File: src/rtl/sbpr_pkg.sv
// ----------------------------------------------------------------------------
// sbpr_pkg
// shared constants and types of the spectrum bar page renderer
// ----------------------------------------------------------------------------
package sbpr_pkg;

    localparam int MAX_BANDS_DEF       = 128;
    localparam int GRAPH_HEIGHT_DEF    = 48;
    localparam int DISPLAY_COLUMNS_DEF = 128;

    localparam int CNT_W   = 8;
    localparam int COL_W   = 8;
    localparam int QUOT_W  = 7;
    localparam int PAGE_W  = 3;
    localparam int BYTE_W  = 8;

    localparam logic [CNT_W-1:0] BAND_COUNT_RST = 8'd16;

    localparam logic [1:0] REQ_WRITE   = 2'd0;
    localparam logic [1:0] REQ_EMIT    = 2'd1;
    localparam logic [1:0] REQ_RESTART = 2'd2;

    localparam logic [PAGE_W-1:0] FIRST_PAGE = 3'd2;
    localparam logic [PAGE_W-1:0] PAGE_COUNT = 3'd6;
    localparam logic [COL_W-1:0]  CMD_SLOTS  = 8'd3;

    localparam logic [BYTE_W-1:0] CMD_PAGE_SEL = 8'hB0;
    localparam logic [BYTE_W-1:0] CMD_COL_HIGH = 8'h10;
    localparam logic [BYTE_W-1:0] CMD_COL_LOW  = 8'h00;
    localparam logic [BYTE_W-1:0] PAGE_MASK    = 8'h0F;

    typedef struct packed {
        logic             start;
        logic [COL_W-1:0] col;
        logic [CNT_W-1:0] cnt;
    } t_div_req;

endpackage

File: src/rtl/spectrum_bar_page_renderer_unit.sv
// ----------------------------------------------------------------------------
// spectrum_bar_page_renderer_unit
// renders a bar graph frame for a page-addressed monochrome display
//
// channel   direction  handshake                 payload
// request   in         i_in_valid / o_in_stall   i_req_type i_band_index i_bar_height
// result    out        o_out_valid / i_out_stall o_out_byte o_is_command o_frame_last
// config    in         i_cfg_we                  i_cfg_wdata (band count)
//
// height write and restart complete when accepted, a command byte goes straight to the output state
// a data byte passes in turn: col * count is registered, scaled to a band,
// read from the table, made into the pixel byte and loaded into the output register
// reset clears the valid bits of the height table at once, no clearing pass
// a stalled result holds in the output register; a further emit waits for it
// ----------------------------------------------------------------------------
module spectrum_bar_page_renderer_unit #(
    parameter int MAX_BANDS       = sbpr_pkg::MAX_BANDS_DEF,
    parameter int GRAPH_HEIGHT    = sbpr_pkg::GRAPH_HEIGHT_DEF,
    parameter int DISPLAY_COLUMNS = sbpr_pkg::DISPLAY_COLUMNS_DEF
) (
    input  logic       i_clk,
    input  logic       i_rst_n,
    input  logic       i_in_valid,
    output logic       o_in_stall,
    input  logic [1:0] i_req_type,
    input  logic [6:0] i_band_index,
    input  logic [7:0] i_bar_height,
    output logic       o_out_valid,
    input  logic       i_out_stall,
    output logic [7:0] o_out_byte,
    output logic       o_is_command,
    output logic       o_frame_last,
    input  logic       i_cfg_we,
    input  logic [7:0] i_cfg_wdata
);

    localparam int AW = (MAX_BANDS > 1) ? $clog2(MAX_BANDS) : 1;
    localparam logic [sbpr_pkg::CNT_W-1:0] MAX_CNT = sbpr_pkg::CNT_W'(MAX_BANDS);
    localparam logic [sbpr_pkg::COL_W-1:0] SLOTS_TOTAL =
        sbpr_pkg::COL_W'(3 + DISPLAY_COLUMNS);
    localparam logic [7:0] GH = 8'(GRAPH_HEIGHT);

    typedef enum logic [4:0] {
        S_IDLE = 5'b00001,
        S_DIV  = 5'b00010,
        S_RD   = 5'b00100,
        S_PIX  = 5'b01000,
        S_OUT  = 5'b10000
    } t_state;

    t_state r_state, n_state;

    logic [sbpr_pkg::PAGE_W-1:0] r_page;
    logic [sbpr_pkg::COL_W-1:0]  r_slot;
    logic [sbpr_pkg::CNT_W-1:0]  r_band_count;
    logic [MAX_BANDS-1:0]        r_valid;
    logic                        r_hit;
    logic [AW-1:0]               r_band;
    logic [sbpr_pkg::PAGE_W-1:0] r_page_rel;
    logic [7:0]                  r_res_byte;
    logic                        r_res_cmd;
    logic                        r_res_last;
    logic                        r_out_valid;
    logic [7:0]                  r_out_byte;
    logic                        r_out_cmd;
    logic                        r_out_last;

    logic                        accept;
    logic                        do_write;
    logic                        do_emit;
    logic                        out_free;
    logic [sbpr_pkg::PAGE_W-1:0] cur_page;
    logic [sbpr_pkg::COL_W-1:0]  cur_slot;
    logic [sbpr_pkg::PAGE_W-1:0] nxt_page;
    logic [sbpr_pkg::COL_W-1:0]  nxt_slot;
    logic                        nxt_last;
    logic                        slot_cmd;
    logic [7:0]                  cmd_byte;
    logic [sbpr_pkg::CNT_W-1:0]  cnt_sat;
    logic [AW-1:0]               band_clamped;
    logic [7:0]                  height;
    logic [7:0]                  top_row;
    logic [7:0]                  pix;
    logic [7:0]                  rdata;
    logic                        div_done;
    logic [sbpr_pkg::QUOT_W-1:0] div_quot;
    sbpr_pkg::t_div_req          div_req;

    assign accept   = i_in_valid && (r_state == S_IDLE);
    assign do_write = accept && (i_req_type == sbpr_pkg::REQ_WRITE)
                      && ({1'b0, i_band_index} < 8'(MAX_BANDS));
    assign do_emit  = accept && (i_req_type == sbpr_pkg::REQ_EMIT)
                      && (r_band_count != '0);
    assign out_free = !r_out_valid || !i_out_stall;

    assign cnt_sat = (r_band_count > MAX_CNT) ? MAX_CNT : r_band_count;

    // frame position and the byte it selects
    always_comb begin
        if (r_page >= sbpr_pkg::PAGE_COUNT || r_slot >= SLOTS_TOTAL) begin
            cur_page = '0;
            cur_slot = '0;
        end else begin
            cur_page = r_page;
            cur_slot = r_slot;
        end
        slot_cmd = (cur_slot < sbpr_pkg::CMD_SLOTS);
        case (cur_slot)
            8'd0:    cmd_byte = sbpr_pkg::CMD_PAGE_SEL
                                | (8'(cur_page + sbpr_pkg::FIRST_PAGE) & sbpr_pkg::PAGE_MASK);
            8'd1:    cmd_byte = sbpr_pkg::CMD_COL_HIGH;
            default: cmd_byte = sbpr_pkg::CMD_COL_LOW;
        endcase
        nxt_slot = cur_slot + 1'b1;
        nxt_page = cur_page;
        nxt_last = 1'b0;
        if (nxt_slot >= SLOTS_TOTAL) begin
            nxt_slot = '0;
            nxt_page = cur_page + 1'b1;
            if (nxt_page >= sbpr_pkg::PAGE_COUNT) begin
                nxt_page = '0;
                nxt_last = 1'b1;
            end
        end
    end

    assign div_req.start = do_emit && !slot_cmd;
    assign div_req.col   = cur_slot - sbpr_pkg::CMD_SLOTS;
    assign div_req.cnt   = cnt_sat;

    sbpr_band_div #(
        .DISPLAY_COLUMNS(DISPLAY_COLUMNS)
    ) u_div (
        .i_clk  (i_clk),
        .i_rst_n(i_rst_n),
        .i_req  (div_req),
        .o_done (div_done),
        .o_quot (div_quot)
    );

    assign band_clamped = (8'(div_quot) >= 8'(MAX_BANDS)) ? AW'(MAX_BANDS - 1)
                                                          : AW'(div_quot);

    sbpr_ram #(
        .WIDTH(8),
        .DEPTH(MAX_BANDS)
    ) u_table (
        .i_clk  (i_clk),
        .i_we   (do_write),
        .i_waddr(i_band_index[AW-1:0]),
        .i_wdata(i_bar_height),
        .i_re   (r_state == S_RD),
        .i_raddr(r_band),
        .o_rdata(rdata)
    );

    // pixel byte of one column on one page
    always_comb begin
        height  = r_hit ? rdata : 8'd0;
        top_row = (height >= GH) ? 8'd0 : (GH - height);
        for (int b = 0; b < 8; b++) begin
            pix[b] = ({2'b00, r_page_rel, 3'(b)} >= top_row);
        end
    end

    always_comb begin
        n_state = r_state;
        case (r_state)
            S_IDLE: begin
                if (do_emit) begin
                    n_state = slot_cmd ? S_OUT : S_DIV;
                end
            end
            S_DIV: begin
                if (div_done) begin
                    n_state = S_RD;
                end
            end
            S_RD:    n_state = S_PIX;
            S_PIX:   n_state = S_OUT;
            S_OUT: begin
                if (out_free) begin
                    n_state = S_IDLE;
                end
            end
            default: n_state = S_IDLE;
        endcase
    end

    always_ff @(posedge i_clk) begin
        if (!i_rst_n) begin
            r_state      <= S_IDLE;
            r_page       <= '0;
            r_slot       <= '0;
            r_band_count <= sbpr_pkg::BAND_COUNT_RST;
            r_valid      <= '0;
            r_out_valid  <= 1'b0;
        end else begin
            r_state <= n_state;
            if (i_cfg_we) begin
                r_band_count <= i_cfg_wdata;
            end
            if (do_write) begin
                r_valid[i_band_index[AW-1:0]] <= 1'b1;
            end
            if (accept && i_req_type == sbpr_pkg::REQ_RESTART) begin
                r_page <= '0;
                r_slot <= '0;
            end else if (do_emit) begin
                r_page <= nxt_page;
                r_slot <= nxt_slot;
            end
            if (r_state == S_OUT && out_free) begin
                r_out_valid <= 1'b1;
            end else if (!i_out_stall) begin
                r_out_valid <= 1'b0;
            end
        end
    end

    always_ff @(posedge i_clk) begin
        if (do_emit) begin
            r_res_byte <= cmd_byte;
            r_res_cmd  <= slot_cmd;
            r_res_last <= nxt_last;
            r_page_rel <= cur_page;
        end
        if (r_state == S_DIV && div_done) begin
            r_band <= band_clamped;
        end
        if (r_state == S_RD) begin
            r_hit <= r_valid[r_band];
        end
        if (r_state == S_PIX) begin
            r_res_byte <= pix;
        end
        if (r_state == S_OUT && out_free) begin
            r_out_byte <= r_res_byte;
            r_out_cmd  <= r_res_cmd;
            r_out_last <= r_res_last;
        end
    end

    assign o_in_stall   = (r_state != S_IDLE);
    assign o_out_valid  = r_out_valid;
    assign o_out_byte   = r_out_byte;
    assign o_is_command = r_out_cmd;
    assign o_frame_last = r_out_last;

    a_div_done_in_div: assert property (@(posedge i_clk) disable iff (!i_rst_n)
        div_done |-> (r_state == S_DIV))
        else $error("band divider finished outside its wait state");

    a_out_held: assert property (@(posedge i_clk) disable iff (!i_rst_n)
        (r_state == S_OUT && r_out_valid && i_out_stall) |=> (r_state == S_OUT))
        else $error("result left its wait state while the output was stalled");

    a_last_is_data: assert property (@(posedge i_clk) disable iff (!i_rst_n)
        r_out_valid |-> !(r_out_last && r_out_cmd))
        else $error("frame end marked on a command byte");

    a_pos_range: assert property (@(posedge i_clk) disable iff (!i_rst_n)
        (r_slot < SLOTS_TOTAL) && (r_page < sbpr_pkg::PAGE_COUNT))
        else $error("frame position out of range");

endmodule

File: src/rtl/sbpr_ram.sv
// ----------------------------------------------------------------------------
// sbpr_ram
// generic single write port ram with one registered read port
// ----------------------------------------------------------------------------
module sbpr_ram #(
    parameter int WIDTH = 8,
    parameter int DEPTH = 128,
    localparam int AW   = (DEPTH > 1) ? $clog2(DEPTH) : 1
) (
    input  logic             i_clk,
    input  logic             i_we,
    input  logic [AW-1:0]    i_waddr,
    input  logic [WIDTH-1:0] i_wdata,
    input  logic             i_re,
    input  logic [AW-1:0]    i_raddr,
    output logic [WIDTH-1:0] o_rdata
);

    logic [WIDTH-1:0] r_mem [DEPTH];
    logic [WIDTH-1:0] r_rdata;

    always_ff @(posedge i_clk) begin
        if (i_we) begin
            r_mem[i_waddr] <= i_wdata;
        end
        if (i_re) begin
            r_rdata <= r_mem[i_raddr];
        end
    end

    assign o_rdata = r_rdata;

endmodule

File: src/rtl/sbpr_band_div.sv
// ----------------------------------------------------------------------------
// sbpr_band_div
// maps a column to its band: (col * count) / columns by a constant reciprocal
// ----------------------------------------------------------------------------
module sbpr_band_div #(
    parameter int DISPLAY_COLUMNS = sbpr_pkg::DISPLAY_COLUMNS_DEF
) (
    input  logic                        i_clk,
    input  logic                        i_rst_n,
    input  sbpr_pkg::t_div_req          i_req,
    output logic                        o_done,
    output logic [sbpr_pkg::QUOT_W-1:0] o_quot
);

    localparam int CW    = (DISPLAY_COLUMNS > 1) ? $clog2(DISPLAY_COLUMNS) : 1;
    localparam int PW    = sbpr_pkg::COL_W + sbpr_pkg::CNT_W;
    localparam int RW    = PW + 2;
    localparam int SHIFT = PW + CW;
    localparam int MW    = PW + RW;
    localparam logic [RW-1:0] RECIP =
        RW'(((longint'(1) << SHIFT) + longint'(DISPLAY_COLUMNS) - longint'(1))
            / longint'(DISPLAY_COLUMNS));

    logic [PW-1:0] prod;
    logic [PW-1:0] r_prod;
    logic [MW-1:0] scaled;
    logic          r_done;

    assign prod   = PW'(i_req.col) * PW'(i_req.cnt);
    assign scaled = MW'(r_prod) * MW'(RECIP);

    always_ff @(posedge i_clk) begin
        if (!i_rst_n) begin
            r_done <= 1'b0;
        end else begin
            r_done <= i_req.start;
        end
    end

    always_ff @(posedge i_clk) begin
        if (i_req.start) begin
            r_prod <= prod;
        end
    end

    assign o_done = r_done;
    assign o_quot = scaled[SHIFT +: sbpr_pkg::QUOT_W];

endmodule
File: config.mk
export PLATFORM = sky130hd
export DESIGN_NAME = spectrum_bar_page_renderer_unit
export DESIGN_NICKNAME = d
export VERILOG_FILES = /design/src/rtl/sbpr_pkg.sv /design/src/rtl/spectrum_bar_page_renderer_unit.sv /design/src/rtl/sbpr_ram.sv /design/src/rtl/sbpr_band_div.sv
export SDC_FILE = /design/constraint.sdc
export NUM_CORES = 1
export LEC_CHECK = 0
export BUFFER_PORTS_ARGS = -buffer_cell sky130_fd_sc_hd__buf_2
export CORE_AREA = 2 2 284 286
export CTS_CLUSTER_DIAMETER = 60
export DETAILED_ROUTE_END_ITERATION = 7
export DIE_AREA = 0 0 286 288
export PLACE_DENSITY_LB_ADDON = 0.12
export SYNTH_ARGS = -nofsm -noshare
export SYNTH_HDL_FRONTEND = slang
export SYNTH_SLANG_ARGS = --single-unit
File: constraint.sdc
create_clock -name i_clk -period 7.71 [get_ports i_clk]
set_input_delay 1.9275 -clock i_clk [delete_from_list [all_inputs] [get_ports i_clk]]
set_output_delay 1.9275 -clock i_clk [all_outputs]
set_load 0.1 [all_outputs]
==> summary.md <==
| Metric | Value |
|---|---|
| Gpl congestion | `0.941` |
| Root Driver | `clkbuf_16` |
| Synth warnings | `0` |
| Commonest non-fill, non-tap cells in the layout | `edfxtp_1, mux2i_1, nor2_1` |
| Worst path required time | `8.10 ns` |
| Clk_lat worst skew | `0.68 ns` |
| Final non-filler cell total | `4084` |
| Largest net degree at the start of global routing | `123` |
| DP Cell Count | `3859` |
| Cells on worst reg2reg path | `20` |
| GRT Util Overall | `0.281` |
| 1st-iter DRT viols | `2785` |
| Syn Inst Count | `2876` |
| Syn Area/Cell | `17.2 µm²` |
| Setup-violating endpoint count in the final report | `0` |
| Final core utilization | `0.688` |
| Worst-path fanout max | `11` |
| Drt total wl | `114000 µm` |
| Pre-CTS WS | `0.882 ns` |
| Synth Net Count | `2978` |
| Die width | `286 µm` |
| Core area | `79600 µm²` |
| Clock slew at reported path FFs | `0.06 ns` |
| DRC | `0` |
| CP Capture Type | `register` |
| Nets@finish | `3021` |
| Die Height | `288 µm` |
| DRT Pass-1 Iters | `5` |
| Buffers on Ports | `41` |
| Worst Tran Pin Value | `1.35 ns` |
| Pins Over Slew Limit | `0` |
| Layout Skew | `0.0254 ns` |
| Initial Util | `0.622` |
| Setup Buffers After CTS | `0` |
| RSZ-0062 raised after global routing | `false` |
| Clock share of power | `0.430` |
| Largest stage delay, worst path | `0.63 ns` |
| Seq cells post-synth | `1224` |
| Post-CTS resize count | `0` |
| Power per cell area | `251 nW/µm²` |
| Gate power share | `0.043` |
| Fin crit share | `0.897` |
| CTS Sinks | `1224` |
| Sequential element share of the synthesized area | `0.711` |
| First-pass GRT wire length | `170000 µm` |
| CP Launch Type | `register` |
| # hold bufs at CTS | `0` |
| CTS Buf Count | `118` |
| Final HPWL from detailed placement | `71300 µm` |
| Hold Fails Final Rpt | `0` |
| Vias in the first global route | `26400` |
| Critical Path AT | `7.31 ns` |
| Max cap viols | `0` |
| GRT overflow | `0` |
| Switch share | `0.207` |
| Routed WL per cell | `28.0 µm` |
| Setup ws final | `0.797 ns` |
| Internal power | `10.9 mW` |
| Setup_tns | `0 ns` |
| Synth Cell Area | `49500 µm²` |
| Crit Path Class | `register to register` |
| Placed inst area | `50800 µm²` |
| Post-synthesis cell type count | `66` |
| NetSw | `2.84 mW` |
| Final ANT Viol Nets | `0` |
| Power Total | `13.7 mW` |
| Io pins | `42` |
| Fin crit period | `6.91 ns` |
| WHS Path Cells | `0` |
| Area grow syn2layout | `10.7%` |
| Post-synthesis async set-or-reset flop share | `0` |
| Ant diodes | `0` |
| Critical path's slowest cell | `or4_4` |
| Crit path cell chain | `or4_4, o31ai_1, nand3_1, inv_1, ha_1, xnor2_1, or2_2, fa_1, fa_1, inv_1, fa_1, inv_1, fa_1, inv_1, ha_1, a21o_1, a21oi_1, o21ai_0, a311oi_1, xnor2_1` |
| Top FF cell, synth | `edfxtp_1` |
| Hold crit path type | `register to register` |
| Post-synth EDFFs | `1070` |
| TritonCTS clock tree | `built` |
| Die area | `82400 µm²` |
| Post-route cell area | `54800 µm²` |
| Maximum clock rate | `0.145 GHz` |
| VDD IR-drop max | `0.000312 V` |
| Share of layout cells above drive strength 1 | `0.159` |
| Leak pwr | `18.6 nW` |
| Initial antenna violation count | `4` |
| Sequential share of power | `0.527` |
| Status | `complete, no violations` |
| Slew HR | `0.0992` |
| Hold_ws | `0.412 ns` |
| Vias/cell | `6.48` |
| Row cnt | `104` |
| Total number of vias | `26500` |
| Clock tree buffer depth | `3` |
| Htree depth | `3` |
| Commonest non-fill, non-tap cell in the layout | `edfxtp_1` |
| Fillers | `5185` |
[Yosys cell counts (4+ instances only)]
cell type,n,share of area
nor4_1,20,0.0025
or3_1,6,0.00076
a221oi_1,18,0.0032
a22oi_1,117,0.018
nand2b_1,15,0.0019
xnor2_1,13,0.0023
mux2i_1,242,0.049
nor2b_1,15,0.0019
a31oi_1,39,0.0049
nor3_1,10,0.0010
o21ai_0,21,0.0021
dfxtp_1,154,0.062
xor2_1,6,0.0011
mux4_2,198,0.090
or2_2,9,0.0011
o31ai_1,4,0.00061
nor2_1,204,0.015
fa_1,34,0.014
o21a_1,130,0.020
o211ai_1,9,0.0014
ha_1,38,0.0096
nand3b_1,7,0.0011
inv_1,59,0.0045
and3_1,6,0.00076
a21oi_1,47,0.0048
nand2_1,121,0.0092
buf_1,20,0.0015
clkbuf_1,89,0.0067
nand3_1,48,0.0049
edfxtp_1,1070,0.65
a21o_1,8,0.0012
buf_2,45,0.0045
and2_1,7,0.00088
[metal layers]
metal,GRT usage,vias up,share of wire
met2,0.449,1198,0.48
li1,-,11400,-
met5,0,-,0.00026
met1,0.405,13600,0.41
met4,0.0860,4,0.028
met3,0.0465,174,0.079
[worst max-delay path: cells and delay by family (launching register included)]
kind,cells,cell delay [ns]
and+or+nand+nor,3,1.25
xor gates and xnor gates,2,0.46
buffers and inverters,4,0.38
DFF,1,0.40
adders and majority gates,6,2.80
AOI/OAI and AO/OA,5,1.33
[cells by family (layout without fill, tap and decap cells)]
kind of cell	count (synthesis)	count (layout)	share of synthesized area
multiplexers	440	440	0.139
XOR/XNOR	19	19	0.00336
adder cells (fa/ha/maj)	72	72	0.0234
flip-flops	1224	1224	0.711
AO/OA/AOI/OAI	419	419	0.0607
buffers and inverters	216	364	0.0178
AND/OR/NAND/NOR	486	486	0.0445
[power by group through the flow]
stage          Sequential (mW)  Clock [mW]  Combinational [mW]
2_1_floorplan             7.40           0               0.347
3_3_place_gp              7.38           0               0.558
3_5_place_dp              7.38           0               0.587
4_1_cts                   7.24        5.96               0.595
5_1_grt                   7.24        6.21               0.656
6_report                  7.24        5.90               0.587
[registers in the layout, indices dropped and copies added, names as in the netlist, 3 cells and up]
signal / count
r_band_count: 8
o_out_byte: 8
r_valid: 128
u_div.r_prod: 7
r_page_rel: 3
r_band: 7
r_page: 3
r_res_byte: 8
u_table.o_rdata: 8
r_state: 5
r_slot: 8
u_table.r_mem: 1024
[worst paths after layout]
| check | start | slack [ns] | end |
|---|---|---|---|
| worst max-delay path | r_slot[2] | 0.80 | u_div.r_prod[13] |
| worst min-delay path | u_div.r_prod[8] | 0.41 | r_band[1] |
| worst min register to register | u_div.r_prod[8] | 0.41 | r_band[1] |
| worst max register to register | r_slot[2] | 0.80 | u_div.r_prod[13] |
[final cells by class]
| class | count | area (µm²) | area share |
|---|---|---|---|
| Inverter | 60 | 225 | 0.00411 |
| Clock buffer | 179 | 3480 | 0.0634 |
| Sequential cell | 1224 | 35200 | 0.642 |
| Multi-Input combinational cell | 1436 | 13400 | 0.245 |
| Clock inverter | 46 | 564 | 0.0103 |
| Timing Repair Buffer | 79 | 563 | 0.0103 |
| Tap cell | 1060 | 1330 | 0.0242 |
Power figures use the tool's default switching activity.
